### src/sv/yuv2rgb_pkg.sv
// Shared types, constants and arithmetic helpers for the YUYV to RGB converter.
package yuv2rgb_pkg;

	// Payload of one input item: one YUYV word
	typedef struct packed {
		logic [7:0] luma_first;
		logic [7:0] chroma_blue;
		logic [7:0] luma_second;
		logic [7:0] chroma_red;
	} yuv2rgb_in_t;

	// Payload of one result item: two packed pixels
	typedef struct packed {
		logic [23:0] pixel_first;
		logic [23:0] pixel_second;
	} yuv2rgb_out_t;

	// Chroma contributions shared by both pixels of a word
	typedef struct packed {
		logic signed [8:0] red_v;    // floor(14075*v/10000), -181..178
		logic signed [7:0] green_u;  // trunc(3455*u/10000), -44..43
		logic signed [7:0] green_v;  // trunc(7169*v/10000), -91..91
		logic signed [8:0] blue_u;   // trunc(17790*u/10000), -227..225
	} yuv2rgb_chroma_t;

	// Conversion coefficients, scaled by CoefScale
	localparam int unsigned CoefRv    = 14075;
	localparam int unsigned CoefGu    = 3455;
	localparam int unsigned CoefGv    = 7169;
	localparam int unsigned CoefBu    = 17790;
	localparam int unsigned CoefScale = 10000;

	// Chroma magnitude is 0..128
	localparam int unsigned MagW = 8;
	// Reciprocal of CoefScale, rounded up; exact for products below 2^RecipShift / error
	localparam int unsigned RecipShift = 37;
	localparam longint unsigned RecipMul =
		((64'd1 << RecipShift) + 64'(CoefScale) - 64'd1) / 64'(CoefScale);
	localparam int unsigned KW    = 38;
	localparam int unsigned ProdW = KW + MagW;
	localparam int unsigned QuotW = ProdW - RecipShift;

	// Coefficient times reciprocal, folded into one constant each
	localparam logic [KW-1:0] KRv = KW'(64'(CoefRv) * RecipMul);
	localparam logic [KW-1:0] KGu = KW'(64'(CoefGu) * RecipMul);
	localparam logic [KW-1:0] KGv = KW'(64'(CoefGv) * RecipMul);
	localparam logic [KW-1:0] KBu = KW'(64'(CoefBu) * RecipMul);

	// Channel sum width: luma 0..255 plus a signed chroma term
	localparam int unsigned SumW = 11;

	// floor(coef * mag / CoefScale) by reciprocal multiplication
	function automatic logic [QuotW-1:0] scaled_floor(input logic [MagW-1:0] mag,
			input logic [KW-1:0] k);
		logic [ProdW-1:0] prod;
		prod = ProdW'(mag) * ProdW'(k);
		return prod[ProdW-1:RecipShift];
	endfunction

	// Saturate a signed channel sum to 0..255
	function automatic logic [7:0] clamp_channel(input logic signed [SumW-1:0] x);
		logic [7:0] res;
		if (x < 0) begin
			res = 8'd0;
		end else if (x > SumW'(255)) begin
			res = 8'd255;
		end else begin
			res = x[7:0];
		end
		return res;
	endfunction

endpackage

### src/sv/yuv2rgb_chroma.sv
// Shared chroma stage: turns U and V into the four signed chroma terms, registered.
module yuv2rgb_chroma import yuv2rgb_pkg::*; (
	input  logic            clk,
	input  logic            en,
	input  logic [7:0]      chroma_blue,
	input  logic [7:0]      chroma_red,
	output yuv2rgb_chroma_t terms_s1
);

	logic                  u_neg, v_neg;
	logic [MagW-1:0]       u_twos, v_twos, u_mag, v_mag;
	logic [QuotW-1:0]      rv_q, gu_q, gv_q, bu_q;
	yuv2rgb_chroma_t       terms;

	// Offset-128 bytes become two's complement by flipping the top bit
	always_comb begin
		u_twos = {~chroma_blue[7], chroma_blue[6:0]};
		v_twos = {~chroma_red[7], chroma_red[6:0]};
		u_neg  = ~chroma_blue[7];
		v_neg  = ~chroma_red[7];
		u_mag  = u_neg ? MagW'(-u_twos) : u_twos;
		v_mag  = v_neg ? MagW'(-v_twos) : v_twos;
	end

	// Magnitude quotients
	always_comb begin
		rv_q = scaled_floor(v_mag, KRv);
		gu_q = scaled_floor(u_mag, KGu);
		gv_q = scaled_floor(v_mag, KGv);
		bu_q = scaled_floor(u_mag, KBu);
	end

	// Apply signs: truncation for G and B, floor for R.
	// 14075*|v| is never a multiple of 10000 for |v| in 1..128, so the
	// negative floor is one past the magnitude quotient.
	always_comb begin
		terms.green_u = u_neg ? -$signed(8'(gu_q)) : $signed(8'(gu_q));
		terms.green_v = v_neg ? -$signed(8'(gv_q)) : $signed(8'(gv_q));
		terms.blue_u  = u_neg ? -$signed(9'(bu_q)) : $signed(9'(bu_q));
		terms.red_v   = v_neg ? -$signed(9'(rv_q) + 9'sd1) : $signed(9'(rv_q));
	end

	always_ff @(posedge clk) begin
		if (en) begin
			terms_s1 <= terms;
		end
	end

endmodule

### src/sv/yuv2rgb_lane.sv
// One pixel lane: adds luma to the chroma terms, saturates and packs the pixel.
module yuv2rgb_lane import yuv2rgb_pkg::*; (
	input  logic            output_is_32bpp,
	input  logic [7:0]      luma,
	input  yuv2rgb_chroma_t terms,
	output logic [23:0]     pixel
);

	logic signed [SumW-1:0] y_ext, r_sum, g_sum, b_sum;
	logic [7:0]             r, g, b;

	// Channel sums
	always_comb begin
		y_ext = $signed({3'b000, luma});
		r_sum = y_ext + SumW'(terms.red_v);
		g_sum = y_ext - SumW'(terms.green_u) - SumW'(terms.green_v);
		b_sum = y_ext + SumW'(terms.blue_u);
		r     = clamp_channel(r_sum);
		g     = clamp_channel(g_sum);
		b     = clamp_channel(b_sum);
	end

	// RGB888 or RGB565 in the low 16 bits
	always_comb begin
		if (output_is_32bpp) begin
			pixel = {r, g, b};
		end else begin
			pixel = {8'd0, r[7:3], g[7:2], b[7:3]};
		end
	end

endmodule

### src/sv/yuyv_to_rgb_pixel_converter_unit.sv
// Top level of the YUYV to RGB pixel converter.
// Converts one YUYV word (Y0, U, Y1, V) per cycle into two BT.601 pixels that
// share the chroma pair, packed as RGB888 or as RGB565 in the low 16 bits as
// selected by the mode register (reset value selects RGB888). One stage
// computes and registers the shared chroma terms, then two pixel lanes add
// luma, saturate and pack into the output register.
// A new item is taken every cycle unless the result side stalls; the mode
// register must only be written while no item is in flight.
module yuyv_to_rgb_pixel_converter_unit import yuv2rgb_pkg::*; (
	input  logic         clk,
	input  logic         arst_n,
	input  logic         yuyv_valid,
	output logic         yuyv_stall,
	input  yuv2rgb_in_t  yuyv,
	output logic         rgb_valid,
	input  logic         rgb_stall,
	output yuv2rgb_out_t rgb,
	input  logic         mode_we,
	input  logic         mode_wdata
);

	logic            output_is_32bpp_q;
	logic            valid_s1, valid_s2;
	logic            load_s1, load_s2, accept;
	logic [7:0]      luma_first_s1, luma_second_s1;
	yuv2rgb_chroma_t terms_s1;
	logic [23:0]     pix_first, pix_second;
	yuv2rgb_out_t    rgb_s2;

	// Mode register
	always_ff @(posedge clk or negedge arst_n) begin
		if (!arst_n) begin
			output_is_32bpp_q <= 1'b1;
		end else if (mode_we) begin
			output_is_32bpp_q <= mode_wdata;
		end
	end

	// Pipeline flow: each stage loads when empty or when it is drained
	assign load_s2    = ~valid_s2 | ~rgb_stall;
	assign load_s1    = ~valid_s1 | load_s2;
	assign accept     = yuyv_valid & load_s1;
	assign yuyv_stall = ~load_s1;

	always_ff @(posedge clk or negedge arst_n) begin
		if (!arst_n) begin
			valid_s1 <= 1'b0;
			valid_s2 <= 1'b0;
		end else begin
			if (load_s1) begin
				valid_s1 <= accept;
			end
			if (load_s2) begin
				valid_s2 <= valid_s1;
			end
		end
	end

	// Stage 1: shared chroma terms and lumas
	yuv2rgb_chroma u_chroma (
		.clk         (clk),
		.en          (accept),
		.chroma_blue (yuyv.chroma_blue),
		.chroma_red  (yuyv.chroma_red),
		.terms_s1    (terms_s1)
	);

	always_ff @(posedge clk) begin
		if (accept) begin
			luma_first_s1  <= yuyv.luma_first;
			luma_second_s1 <= yuyv.luma_second;
		end
	end

	// Two pixel lanes
	yuv2rgb_lane u_lane_first (
		.output_is_32bpp (output_is_32bpp_q),
		.luma            (luma_first_s1),
		.terms           (terms_s1),
		.pixel           (pix_first)
	);

	yuv2rgb_lane u_lane_second (
		.output_is_32bpp (output_is_32bpp_q),
		.luma            (luma_second_s1),
		.terms           (terms_s1),
		.pixel           (pix_second)
	);

	// Stage 2: merge lanes into the output register
	always_ff @(posedge clk) begin
		if (load_s2 && valid_s1) begin
			rgb_s2.pixel_first  <= pix_first;
			rgb_s2.pixel_second <= pix_second;
		end
	end

	assign rgb_valid = valid_s2;
	assign rgb       = rgb_s2;

endmodule
### config.mk
export PLATFORM = sky130hd
export DESIGN_NAME = yuyv_to_rgb_pixel_converter_unit
export DESIGN_NICKNAME = d
export VERILOG_FILES = /design/src/sv/yuv2rgb_pkg.sv /design/src/sv/yuv2rgb_chroma.sv /design/src/sv/yuv2rgb_lane.sv /design/src/sv/yuyv_to_rgb_pixel_converter_unit.sv
export SDC_FILE = /design/constraint.sdc
export NUM_CORES = 1
export LEC_CHECK = 0
export ABC_AREA = 0
export BUFFER_PORTS_ARGS = -buffer_cell sky130_fd_sc_hd__buf_2
export CORE_MARGIN = 8
export CORE_UTILIZATION = 55
export DETAILED_ROUTE_END_ITERATION = 10
export GPL_ROUTABILITY_DRIVEN = 0
export HOLD_SLACK_MARGIN = 0.03
export MAX_ROUTING_LAYER = met4
export PLACE_DENSITY = 0.72
export SKIP_CTS_REPAIR_TIMING = 1
export SYNTH_ARGS = -nofsm -noshare
export SYNTH_HDL_FRONTEND = slang
export SYNTH_SLANG_ARGS = --single-unit
### constraint.sdc
create_clock -name clk -period 7.7 [get_ports clk]
set_clock_uncertainty 0.05 [all_clocks]
set_input_delay 1.54 -clock clk [delete_from_list [all_inputs] [get_ports clk]]
set_output_delay 1.54 -clock clk [all_outputs]
set_load 0.01 [all_outputs]
==> results, run 1 <==
- The flow ran to the end, and the final reports show no timing, DRC or antenna violations.
- The number of instances in the synthesized netlist is 2,022.
- Data on the critical path arrives at its endpoint at 7.59 ns.
- The first global-routing pass estimated 79,900 um of wire.
- After detailed routing, the average wire length per cell comes to 18.2 um.
- Measured against its own limit, the worst slew margin works out to 0.502.
- The share of total power dissipated in sequential elements is 0.111.
- Of the total synthesized cell area, the portion taken by XOR and XNOR cells is 0.0482.
- The final hold violation count is 0.
- The count of nets left with antenna violations once routing finished came out at 0.
- The relative contribution of the clock network to total power is 0.046.
- Tracing the worst setup path back leads to its startpoint at yuyv[16].
- The worst min-delay path category is flop to flop.
- The capture point of the worst reg-to-reg path is rgb[30]$_DFFE_PP_.
- In this run the critical register-to-register path is launched from luma_first_s1[0]$_DFFE_PP_.
- In the final layout, the share of cells above drive strength 1 is 0.139.
- The largest individual stage delay along the critical path comes from the cell fa_1.
- The critical path is of the input pin to flop type.
- The combinational cell fraction of total power is 0.843.
- The total of endpoints with negative setup slack in the final report is 0.
- The detailed placer's ending HPWL is 43,000 um.
- TritonCTS built the clock tree.
- Power spread over the standard cell area amounts to 419 nW/um2.
- The chip height is 205 um.
- Of the available clock period, the critical path in the final layout requires 0.979.
- Of the post-synthesis cell area, the part taken by muxes is 0.00722.
- The adder-cell share of the synthesized area is 0.483.
- For the worst flop-to-flop path, the logic depth is 13.
- The routed length on met3 is between 3000 and 4000 um.
- The count of max-cap constraint violations is 0.
- The worst hold path begins at valid_s1$_DFFE_PN0N_.
- The initial utilization of the core area, before any placement, comes to 0.554.
- The minimum period implied by the final worst setup slack is around 7.5 ns.
- The area growth from synthesis to layout is 12.6%.
- The number of global-route vias before repair came to approximately 16,000.
- VDD sags by at most about 0.24 mV.
- The maximum number of pins on one net before global-route repair is 51.
- The H-tree depth is 3.
- Setup repair after global routing could not meet its margin everywhere.
- In this run the worst path has a maximum fanout of 7.
- The switching fraction of total power is 0.501.
- The transition at the pin with the smallest max-transition slack is about 0.74 ns.
- The data required time at the worst endpoint is approximately 7.8 ns.
- The detailed router put a total of 21,000 um of wire on met1.
- STA classifies the critical path startpoint as an input pin.
- The simple-gate area share of the yosys netlist is 0.0797.
- The number of buffers added by the clock tree synthesis step is 9.
- The clock tree root driver cell is clkbuf_16.
- The placed standard-cell area is 21,600 um2.
- For this run, the slowest stage of the critical path takes 0.55 ns.
- The synthesized design contains 101 register bits.
- The final global-route overflow total is 0.
- The number of antenna violations at the first check in global routing was 0.
- The cell type with the highest occurrence count on the critical path is buf_4.
- After floorplanning, the core was sized to cover about 35,000 um2.
- Synthesis instantiated 83 different standard cells from the library.
- Power comes to 9.23 mW.
- The analysis attributes to cell leakage a power of about 12 nW.
- After routing the design area is roughly 22,000 um2.
- The highest metal layer used by the detailed router is met4.
- The net count of the finished layout is 2,903.
- STA classifies the critical path endpoint as a flop.
- The count of yosys warnings during synthesis is 0.
- For this run, asynchronously set or reset flops after synthesis account for 0.0297.
- The final hold slack is 0.445 ns.
- The compound-cell area share of the yosys netlist was 0.144.
- The number of nets in the synthesized netlist is roughly 2,700.
- The routed design uses 23,500 um of met2 wire.
- The number of rows in the core area is 69.
- The deepest clock path buffer count is 2.
- For this block, the routed nets add up to 49,300 um of wire.
- The average instance in the mapped netlist occupies 9.68 um2.
- For the worst-skew pair, the clock arrives at the later sink with an insertion delay of 0.35 ns.
- After detailed routing, the number of remaining DRC violations is 0.
- In this run the horizontal extent of the chip is 205 um.
- The global router's overall resource usage is 0.244.
- Counting instances, the worst hold path has a depth of 1.
- The iteration count of the initial detailed-routing pass is 5.
- The detailed router finished its first iteration with 930 violations.
- The total number of vias is 15,400.
- The clock transition at the register clock pins on the worst setup and hold paths after CTS is 0.07 ns.
- The clock sink count is 101.
- Internal power comes to ~4.6 mW.
- The dominant synthesized flop cell is edfxtp_1.
- The via count normalized by instance count is about 5.7.
- The number of buffer cells added on primary ports is 87.
- After synthesis, the largest family of logic cells by area is adder cells.
- The synthesized netlist occupies a cell area of 19,600 um2.
- The analysis attributes to net switching a power of 4.62 mW.
- The sequential share of the synthesized area is 0.154.
- The path with the worst hold slack has its endpoint at rgb_valid$_DFFE_PN0P_.
- The repair_antennas step left the layout with diodes totalling 0.
- The maximum operating frequency is 0.133 GHz.
- The number of max-slew violations in the final report is 0.
- The die covers 41,900 um2.
- The top-level I/O count is 88.
- The setup slack of the worst register-to-register path is 3.48 ns.
- Counting flops with a built-in enable in the synthesized netlist gives 98.
-- power by group through the flow --
| stage | Clock, mW | Combinational (mW) | Sequential [mW] |
|---|---|---|---|
| 2_1_floorplan | 0 | 5.41 | 1.05 |
| 3_3_place_gp | 0 | 7.30 | 1.03 |
| 3_5_place_dp | 0 | 7.56 | 1.04 |
| 4_1_cts | 0.428 | 7.63 | 1.03 |
| 5_1_grt | 0.451 | 8.73 | 1.04 |
| 6_report | 0.425 | 7.78 | 1.02 |
-- worst max-delay path by stage --
stage / depth (start not counted) / end / slack [ns]
global route: 28 / u_chroma.terms_s1[8]$_DFFE_PP_ / -0.10
floorplan: 25 / u_chroma.terms_s1[8]$_DFFE_PP_ / 0.03
CTS: 26 / u_chroma.terms_s1[8]$_DFFE_PP_ / 0.04
global placement: 26 / u_chroma.terms_s1[8]$_DFFE_PP_ / -0.17
finish: 26 / u_chroma.terms_s1[8]$_DFFE_PP_ / 0.16
detailed placement: 26 / u_chroma.terms_s1[8]$_DFFE_PP_ / -0.32
-- area by class of cell --
cell class | instances | area [um2]
Clock buffer | 9 | 225
Fill cell | 2908 | 13300
Clock inverter | 7 | 56.3
Multi-Input combinational cell | 1482 | 15100
Tap cell | 461 | 577
Timing Repair Buffer | 228 | 1500
Inverter | 421 | 1580
Sequential cell | 101 | 3020
-- logic make-up after synthesis --
group / Yosys count
AO/OA/AOI/OAI: 424
adder cells (fa/ha/maj): 622
AND/OR/NAND/NOR: 317
flip-flops: 101
buffers and inverters: 439
multiplexers: 13
XOR/XNOR: 106
-- through the flow --
step | utilization | cells | worst slack (ns) | TNS (ns)
floorplan | - | 2022 | 0.0290 | 0
global placement | 0.611 | 2689 | -0.169 | -0.610
detailed placement | 0.611 | 2689 | -0.322 | -1.56
CTS | 0.619 | 2705 | 0.0438 | 0
global route | 0.624 | 2709 | -0.101 | -0.324
finish | 0.624 | 2709 | 0.159 | 0
-- cell usage after synthesis (19+ instances only) --
cell type,number,share of area
o21bai_1,22,0.0084
xor2_1,31,0.014
nand3_1,31,0.0079
nor3_1,24,0.0061
ha_1,400,0.26
a21oi_1,119,0.030
edfxtp_1,98,0.15
nand2_1,66,0.013
xnor2_1,73,0.033
o21a_1,19,0.0073
nor2_1,99,0.019
inv_1,421,0.081
fa_1,222,0.23
a21o_1,61,0.023
o21ai_0,63,0.016
a211oi_1,20,0.0077
o22ai_1,22,0.0070
-- placed cells by master (no fill, tap or decap), types with 14 or more instances in the layout --
cell type  instances
a21oi_1          119
inv_1            418
o21a_1            19
nand3_1           31
o21ai_0           60
xnor2_1           71
nor3_1            21
and3_1            16
o22ai_1           22
a211oi_1          20
nor2_1            98
nand2_1           65
a31oi_1           14
fa_1             222
buf_2             87
edfxtp_1          98
o21bai_1          22
xor2_1            28
a21o_1            61
ha_1             393
buf_4            140
-- flip-flops by register name, indices dropped and copies added, names as in the netlist --
signal and cells:
luma_first_s1 8, luma_second_s1 8, output_is_32bpp_q 1, rgb 48, rgb_valid 1, u_chroma.terms_s1 34
valid_s1 1
-- metal layers --
metal	vias up	track usage
met1	7378	0.303
met5	-	-
met3	121	0.0312
met2	526	0.411
met4	0	0.0769
li1	7341	-
-- worst max-delay path: cells and delay by family --
| family | cells | cell delay (ns) |
|---|---|---|
| AO/OA/AOI/OAI | 7 | 1.29 |
| XOR/XNOR | 3 | 0.64 |
| adder cells (fa/ha/maj) | 6 | 2.27 |
| buffers and inverters | 7 | 1.00 |
| AND/OR/NAND/NOR | 3 | 0.84 |
(Power assumes the default switching activity.)
==> run 2: changes to the inputs <==
--- a/config.mk
+++ b/config.mk
@@ -14,6 +14,7 @@
 export HOLD_SLACK_MARGIN = 0.03
 export MAX_ROUTING_LAYER = met4
 export PLACE_DENSITY = 0.72
+export REMOVE_ABC_BUFFERS = 1
 export SKIP_CTS_REPAIR_TIMING = 1
 export SYNTH_ARGS = -nofsm -noshare
 export SYNTH_HDL_FRONTEND = slang
==> results, run 2 (synthesized netlist as in run 1, its figures left out) <==
- Entering global routing, the biggest net connects 51 pins.
- The peak supply drop is around 0.27 mV.
- After detailed routing, the met2 layer carries 22,900 um of wire.
- The internal power summed over all cells is 4.58 mW.
- Measured on the finished design, the core utilization comes to 0.621.
- In the layout the commonest cells are inv_1 (417), ha_1 (395), fa_1 (220).
- After the last flow step, the layout net total stands at between 2,000 and 3,000.
- The number of DRC violations after detailed routing is 0.
- The transition at the pin with the smallest max-transition slack is ~0.76 ns.
- The H-tree generated during clock tree synthesis spans 3 levels.
- In this run, placement finished with an instance count of between 2,000 and 3,000.
- The repair_antennas step left the layout with diodes totalling 0.
- The share of total power dissipated in sequential elements is 0.112.
- The max-slew headroom at the worst pin is 0.490.
- The filler cell count is ~2,900.
- Compared with the post-synthesis result, the final layout area differs by 11.9%.
- The number of antenna violations at the first check in global routing came to 0.
- The power after layout is 9.19 mW.
- The run finished with clean final reports.
- The data arrival at the endpoint of the critical path is 7.50 ns.
- The worst min-delay path category is flop to flop.
- The number of global-route vias before repair is approximately 16,000.
- The antenna violation net count after detailed routing is 0.
- The clock sink count is 101.
- The number of max-slew violations in the final report is 0.
- The most critical setup path has its startpoint at yuyv[16].
- The maximum operating frequency is 0.134 GHz.
- Routed signal wires occupy layers up through met4.
- The initial utilization of the core area, before any placement, comes to 0.554.
- The minimum period implied by the final worst setup slack is 7.45 ns.
- The final global-route overflow total is 0.
- After detailed routing, the number of vias per cell comes to 5.68.
- The flip-flop count of the largest register, all copies and words added is 48.
- The setup path with the least slack is of type input pin to flop.
- The count of max-cap constraint violations is 0.
- After detailed routing, the average wire length per cell comes to roughly 18 um.
- For this block, the via count after detailed routing is 15,300.
- The share of total power dissipated in combinational logic is 0.842.
- The worst setup path is launched from an input pin.
- The clock transition at the register clock pins on the worst setup and hold paths after CTS is 0.07 ns.
- Row generation in the floorplan step produced 69 rows.
- For flop-to-flop paths, the worst setup slack is approximately 3.5 ns.
- The beginning of the worst register-to-register path is luma_first_s1[0]$_DFFE_PP_.
- The relative contribution of the clock network to total power is 0.046.
- The startpoint identified for the worst hold timing path is valid_s1$_DFFE_PN0N_.
- The total of endpoints with negative setup slack in the final report is 0.
- Dividing total power by cell area gives a power density of 419 nW/um2.
- The switching power total is roughly 4.6 mW.
- The core region is 35,300 um2.
- Pin placement for this block handled 88 I/O pins.
- The clock tree from TritonCTS is yes.
- The number of buffer cells added on primary ports is between 80 and 90.
- The share of final-layout standard cells stronger than drive strength 1 is 0.129.
- The clock passes through at most 2 buffers.
- The part of the cycle the worst path needs is 0.968.
- The data required time at the worst endpoint is 7.75 ns.
- The die is 205 um wide.
- Across every metal layer, demand over resource in global routing totals 0.242.
- The die is 205 um tall.
- The worst-path maximum fanout is 4.
- The insertion delay to the later sink of the worst-skew pair is between 0.3 and 0.4 ns.
- Detailed placement finished with a half-perimeter wire length of 42,400 um.
- The routed length on met1 is 21,200 um.
- The number of buffers added by the clock tree synthesis step is 9.
- The final hold violation count is 0.
- The sort of element at the end of the critical path is a flop.
- The first global-routing pass estimated a little under 80,000 um of wire.
- Leaving out fill and tap cells, the most frequent cell in the layout is inv_1.
- Setup repair after global routing could not meet its margin everywhere.
- The pre-antenna-repair detailed-routing pass consisted of 5 iterations.
- The initial detailed-routing violation count is 1,031.
- The die area is 41,900 um2.
- The reported leakage power is 11.4 nW.
- The cell sitting at the root of the clock tree is a clkbuf_16.
- The final non-filler cell total is about 2,700.
- The routed length on met3 is around 3100 um.
- The switching fraction of total power is 0.501.
- The wire length after detailed routing is 49,000 um.
[run 2: power by group through the flow]
stage / clock [mW] / combinational, mW / sequential (mW)
floorplan: 0 / 5.39 / 1.05
global placement: 0 / 7.27 / 1.03
detailed placement: 0 / 7.49 / 1.04
CTS: 0.431 / 7.58 / 1.03
global route: 0.451 / 8.68 / 1.04
finish: 0.424 / 7.74 / 1.02
[run 2: final timing paths]
path                                             endpoint  cells after the start
max in group asynchronous   output_is_32bpp_q$_DFFE_PN1P_                      1
setup reg to reg                        rgb[30]$_DFFE_PP_                     13
hold reg to reg                     rgb_valid$_DFFE_PN0P_                      1
setup / recovery           u_chroma.terms_s1[8]$_DFFE_PP_                     26
min in group asynchronous            valid_s1$_DFFE_PN0N_                      1
hold / removal                      rgb_valid$_DFFE_PN0P_                      1
[run 2: final cells by class]
class,instances,area (um2),share of cell area
multi-input cells,1482,15100,0.688
flip-flops and latches,101,3020,0.138
inverters,421,1580,0.0721
repair buffers,210,1370,0.0625
well taps,461,577,0.0263
clock buffers,10,229,0.0104
clock inverters,6,56.3,0.00257
[run 2: critical path, cell delays in order]
cell and delay [ns]:
clkbuf_4 0.16, inv_2 0.06, ha_4 0.17, or3_4 0.33, nand2_1 0.14, buf_4 0.14
buf_4 0.14, ha_1 0.43, fa_1 0.55, inv_1 0.11, fa_1 0.41, inv_1 0.09
fa_1 0.39, ha_1 0.32, and3_1 0.20, a221o_1 0.34, a221oi_2 0.25, o21a_1 0.15
o21ai_1 0.10, xnor2_1 0.23, ha_2 0.21, or3b_2 0.43, o32ai_1 0.22, buf_4 0.16
a31oi_1 0.10, xnor2_1 0.14
[run 2: metrics by stage]
step           area, um2  worst slack [ns]  hold WS [ns]  setup TNS [ns]
2_1_floorplan      19500            -0.165         0.393          -0.462
3_3_place_gp       21500            -0.121         0.425          -0.399
3_5_place_dp       21500            -0.367         0.433           -1.69
4_1_cts            21700            0.0291         0.446               0
5_1_grt            21900           -0.0138         0.465         -0.0138
6_report           21900             0.247         0.450               0
[run 2: metal layers]
layer,global-route usage,vias up
li1,-,7305
met1,0.304,7394
met2,0.396,480
met3,0.0337,112
met4,0.0856,0
met5,-,-
==> run 3: changes to the inputs <==
--- a/config.mk
+++ b/config.mk
@@ -7,6 +7,7 @@
 export LEC_CHECK = 0
 export ABC_AREA = 0
 export BUFFER_PORTS_ARGS = -buffer_cell sky130_fd_sc_hd__buf_2
+export CORE_ASPECT_RATIO = 2
 export CORE_MARGIN = 8
 export CORE_UTILIZATION = 55
 export DETAILED_ROUTE_END_ITERATION = 10
==> results, run 3 (synthesized netlist as in run 1, its figures left out) <==
- The critical path in this run is classified as input pin to flop.
- The total number of vias is 15,200.
- The final hold violation count is 0.
- The antenna violation net count after detailed routing is 0.
- Max-cap violations in this run came to 0.
- The clock tree root driver cell is clkbuf_16.
- Setup violations remaining at the end of the flow were counted as 0.
- Subtracting the final worst setup slack from the clock period gives around 7.5 ns.
- The number of global-route vias before repair is 15,800.
- The run finished with clean final reports.
- After floorplanning, the core was divided into 98 placement rows.
- In the routed design, unresolved DRC markers number 0.
- The nature of the critical path startpoint is an input pin.
- The number of max-slew violations in the final report is 0.
- The register with the most flip-flops in the layout has 48 of them.
- Relative to the synthesized area, the layout overhead comes to 11.7%.
- The placeable core area is approximately 35,000 um2.
- The number of buffer cells added on primary ports is 87.
- Leaving out fill and tap cells, the most frequent cell in the layout is inv_1.
- For this block, the routed nets add up to 49,000 um of wire.
- In the final layout, the multi-input gates occupy 15,000 um2.
- For the worst setup path, the data required time is between 7 and 8 ns.
- The register cell area after layout is 3020 um2.
- For the pin with the worst max-slew slack, the measured transition is approximately 0.84 ns.
- After legalization and detailed placement, the total HPWL measured about 43,000 um.
- Leaving out fill and tap cells, the most frequent cells in the layout are inv_1 (421), ha_1 (398), fa_1 (222).
- The part of the cycle the worst path needs is 0.968.
- The H-tree depth is 3.
- The number of antenna diodes in the final layout is 0.
- The first detailed-routing pass ran for 5 iterations.
- Setup repair after global routing could not meet its margin everywhere.
- After clock tree synthesis, the clock-pin slew on the worst setup and hold paths is 0.08 ns.
- The horizontal extent of the die is 149 um.
- The maximum operating frequency is 0.134 GHz.
- The setup slack of the worst register-to-register path is approximately 3.5 ns.
- Summed over all layers, the global routing overflow is 0.
- The initial detailed-routing violation count is between 800 and 900.
- In this run the tightest slew margin relative to its limit is 0.434.
- For the final routed database, the setup TNS stands at 0 ns.
- The number of antenna violations at the first check in global routing came to 0.
- STA classifies the critical path endpoint as a flop.
- The maximum number of pins on one net before global-route repair is 51.
- No sink is reached through more buffers than the 2 on the longest clock path.
- Pin placement for this block handled between 80 and 90 I/O pins.
- At the end of the flow the core is filled with cells to 0.617.
- In the final layout, the share of cells above drive strength 1 is 0.124.
- The filler cell count is 2,958.
- Using the TritonRoute via totals, the vias-per-cell ratio works out to 5.66.
- The die area is 42,300 um2.
- For this design the ratio of total power to cell area is 420 nW/um2.
- The worst-path maximum fanout is 4.
- The global router's overall resource usage is 0.247.
- In the final design database the tool counted ~2,900 nets.
- CTS saw ~100 sinks.
- For the worst-skew pair, the clock arrives at the later sink with an insertion delay of about 0.36 ns.
- In this run the static leakage power is 11.5 nW.
- The number of buffers added by the clock tree synthesis step is 9.
- The data arrival at the endpoint of the critical path is about 7.5 ns.
- VDD sags by at most about 0.23 mV.
- In this run the worst hold path is classified as flop to flop.
- The clock tree from TritonCTS is yes.
- After detailed routing, the average wire length per cell comes to 18.3 um.
- The initial utilization of the core area, before any placement, comes to 0.553.
- The wire length of the first global-routing pass is 80,100 um.
- The die is 283 um tall.
## run 3: final cells by class
| cell class | instances | area share |
|---|---|---|
| flip-flops and latches | 101 | 0.138 |
| well taps | 450 | 0.0257 |
| multi-input cells | 1482 | 0.686 |
| clock buffers | 9 | 0.0103 |
| repair buffers | 215 | 0.0638 |
| clock inverters | 7 | 0.00429 |
| inverters | 421 | 0.0723 |
## run 3: metal layers
layer	up-vias	routed length, um	track usage	share of wire
met4	0	2060	0.0947	0.042
met1	7171	20800	0.306	0.42
met2	546	23000	0.400	0.47
li1	7338	-	-	-
met5	-	0	-	0
met3	133	3140	0.0354	0.064
## run 3: power by group
part / internal, mW / switching (mW)
clock network: 0.261 / 0.223
registers: 0.934 / 0.0990
logic: 3.38 / 4.29
total: 4.58 / 4.61
## run 3: worst paths after layout
kind / cells past startpoint / startpoint / to
worst max-delay path: 26 / yuyv[16] / u_chroma.terms_s1[7]$_DFFE_PP_
worst min-delay path: 1 / valid_s1$_DFFE_PN0N_ / rgb_valid$_DFFE_PN0P_
worst max register to register: 13 / luma_first_s1[0]$_DFFE_PP_ / rgb[35]$_DFFE_PP_
worst min register to register: 1 / valid_s1$_DFFE_PN0N_ / rgb_valid$_DFFE_PN0P_
max in group asynchronous: 1 / arst_n / output_is_32bpp_q$_DFFE_PN1P_
min in group asynchronous: 1 / arst_n / rgb_valid$_DFFE_PN0P_
## run 3: worst max-delay path: stages
cell and delay, ns:
buf_2 0.11, inv_1 0.06, ha_1 0.22, buf_4 0.14, or3_4 0.33, nand2_1 0.10, inv_1 0.06, fa_1 0.53
inv_1 0.06, buf_4 0.16, fa_1 0.48, inv_1 0.05, fa_1 0.47, fa_1 0.55, inv_1 0.04, ha_1 0.22
a21oi_1 0.17, o21ai_0 0.14, a211oi_2 0.30, o31ai_4 0.14, o2111a_1 0.28, or3_4 0.39, a211oi_4 0.28, a21boi_1 0.10
or4_4 0.43, xnor2_2 0.14
## run 3: per-stage QoR
stage / cell area [um2] / hold slack [ns] / setup WS [ns] / cells / power (mW)
2_1_floorplan: 19500 / 0.393 / -0.165 / 2004 / 6.44
3_3_place_gp: 21500 / 0.414 / -0.121 / 2668 / 8.33
3_5_place_dp: 21500 / 0.436 / -0.280 / 2668 / 8.51
4_1_cts: 21800 / 0.443 / 0.0668 / 2684 / 9.06
5_1_grt: 21900 / 0.452 / -0.0577 / 2685 / 10.2
6_report: 21900 / 0.438 / 0.248 / 2685 / 9.19
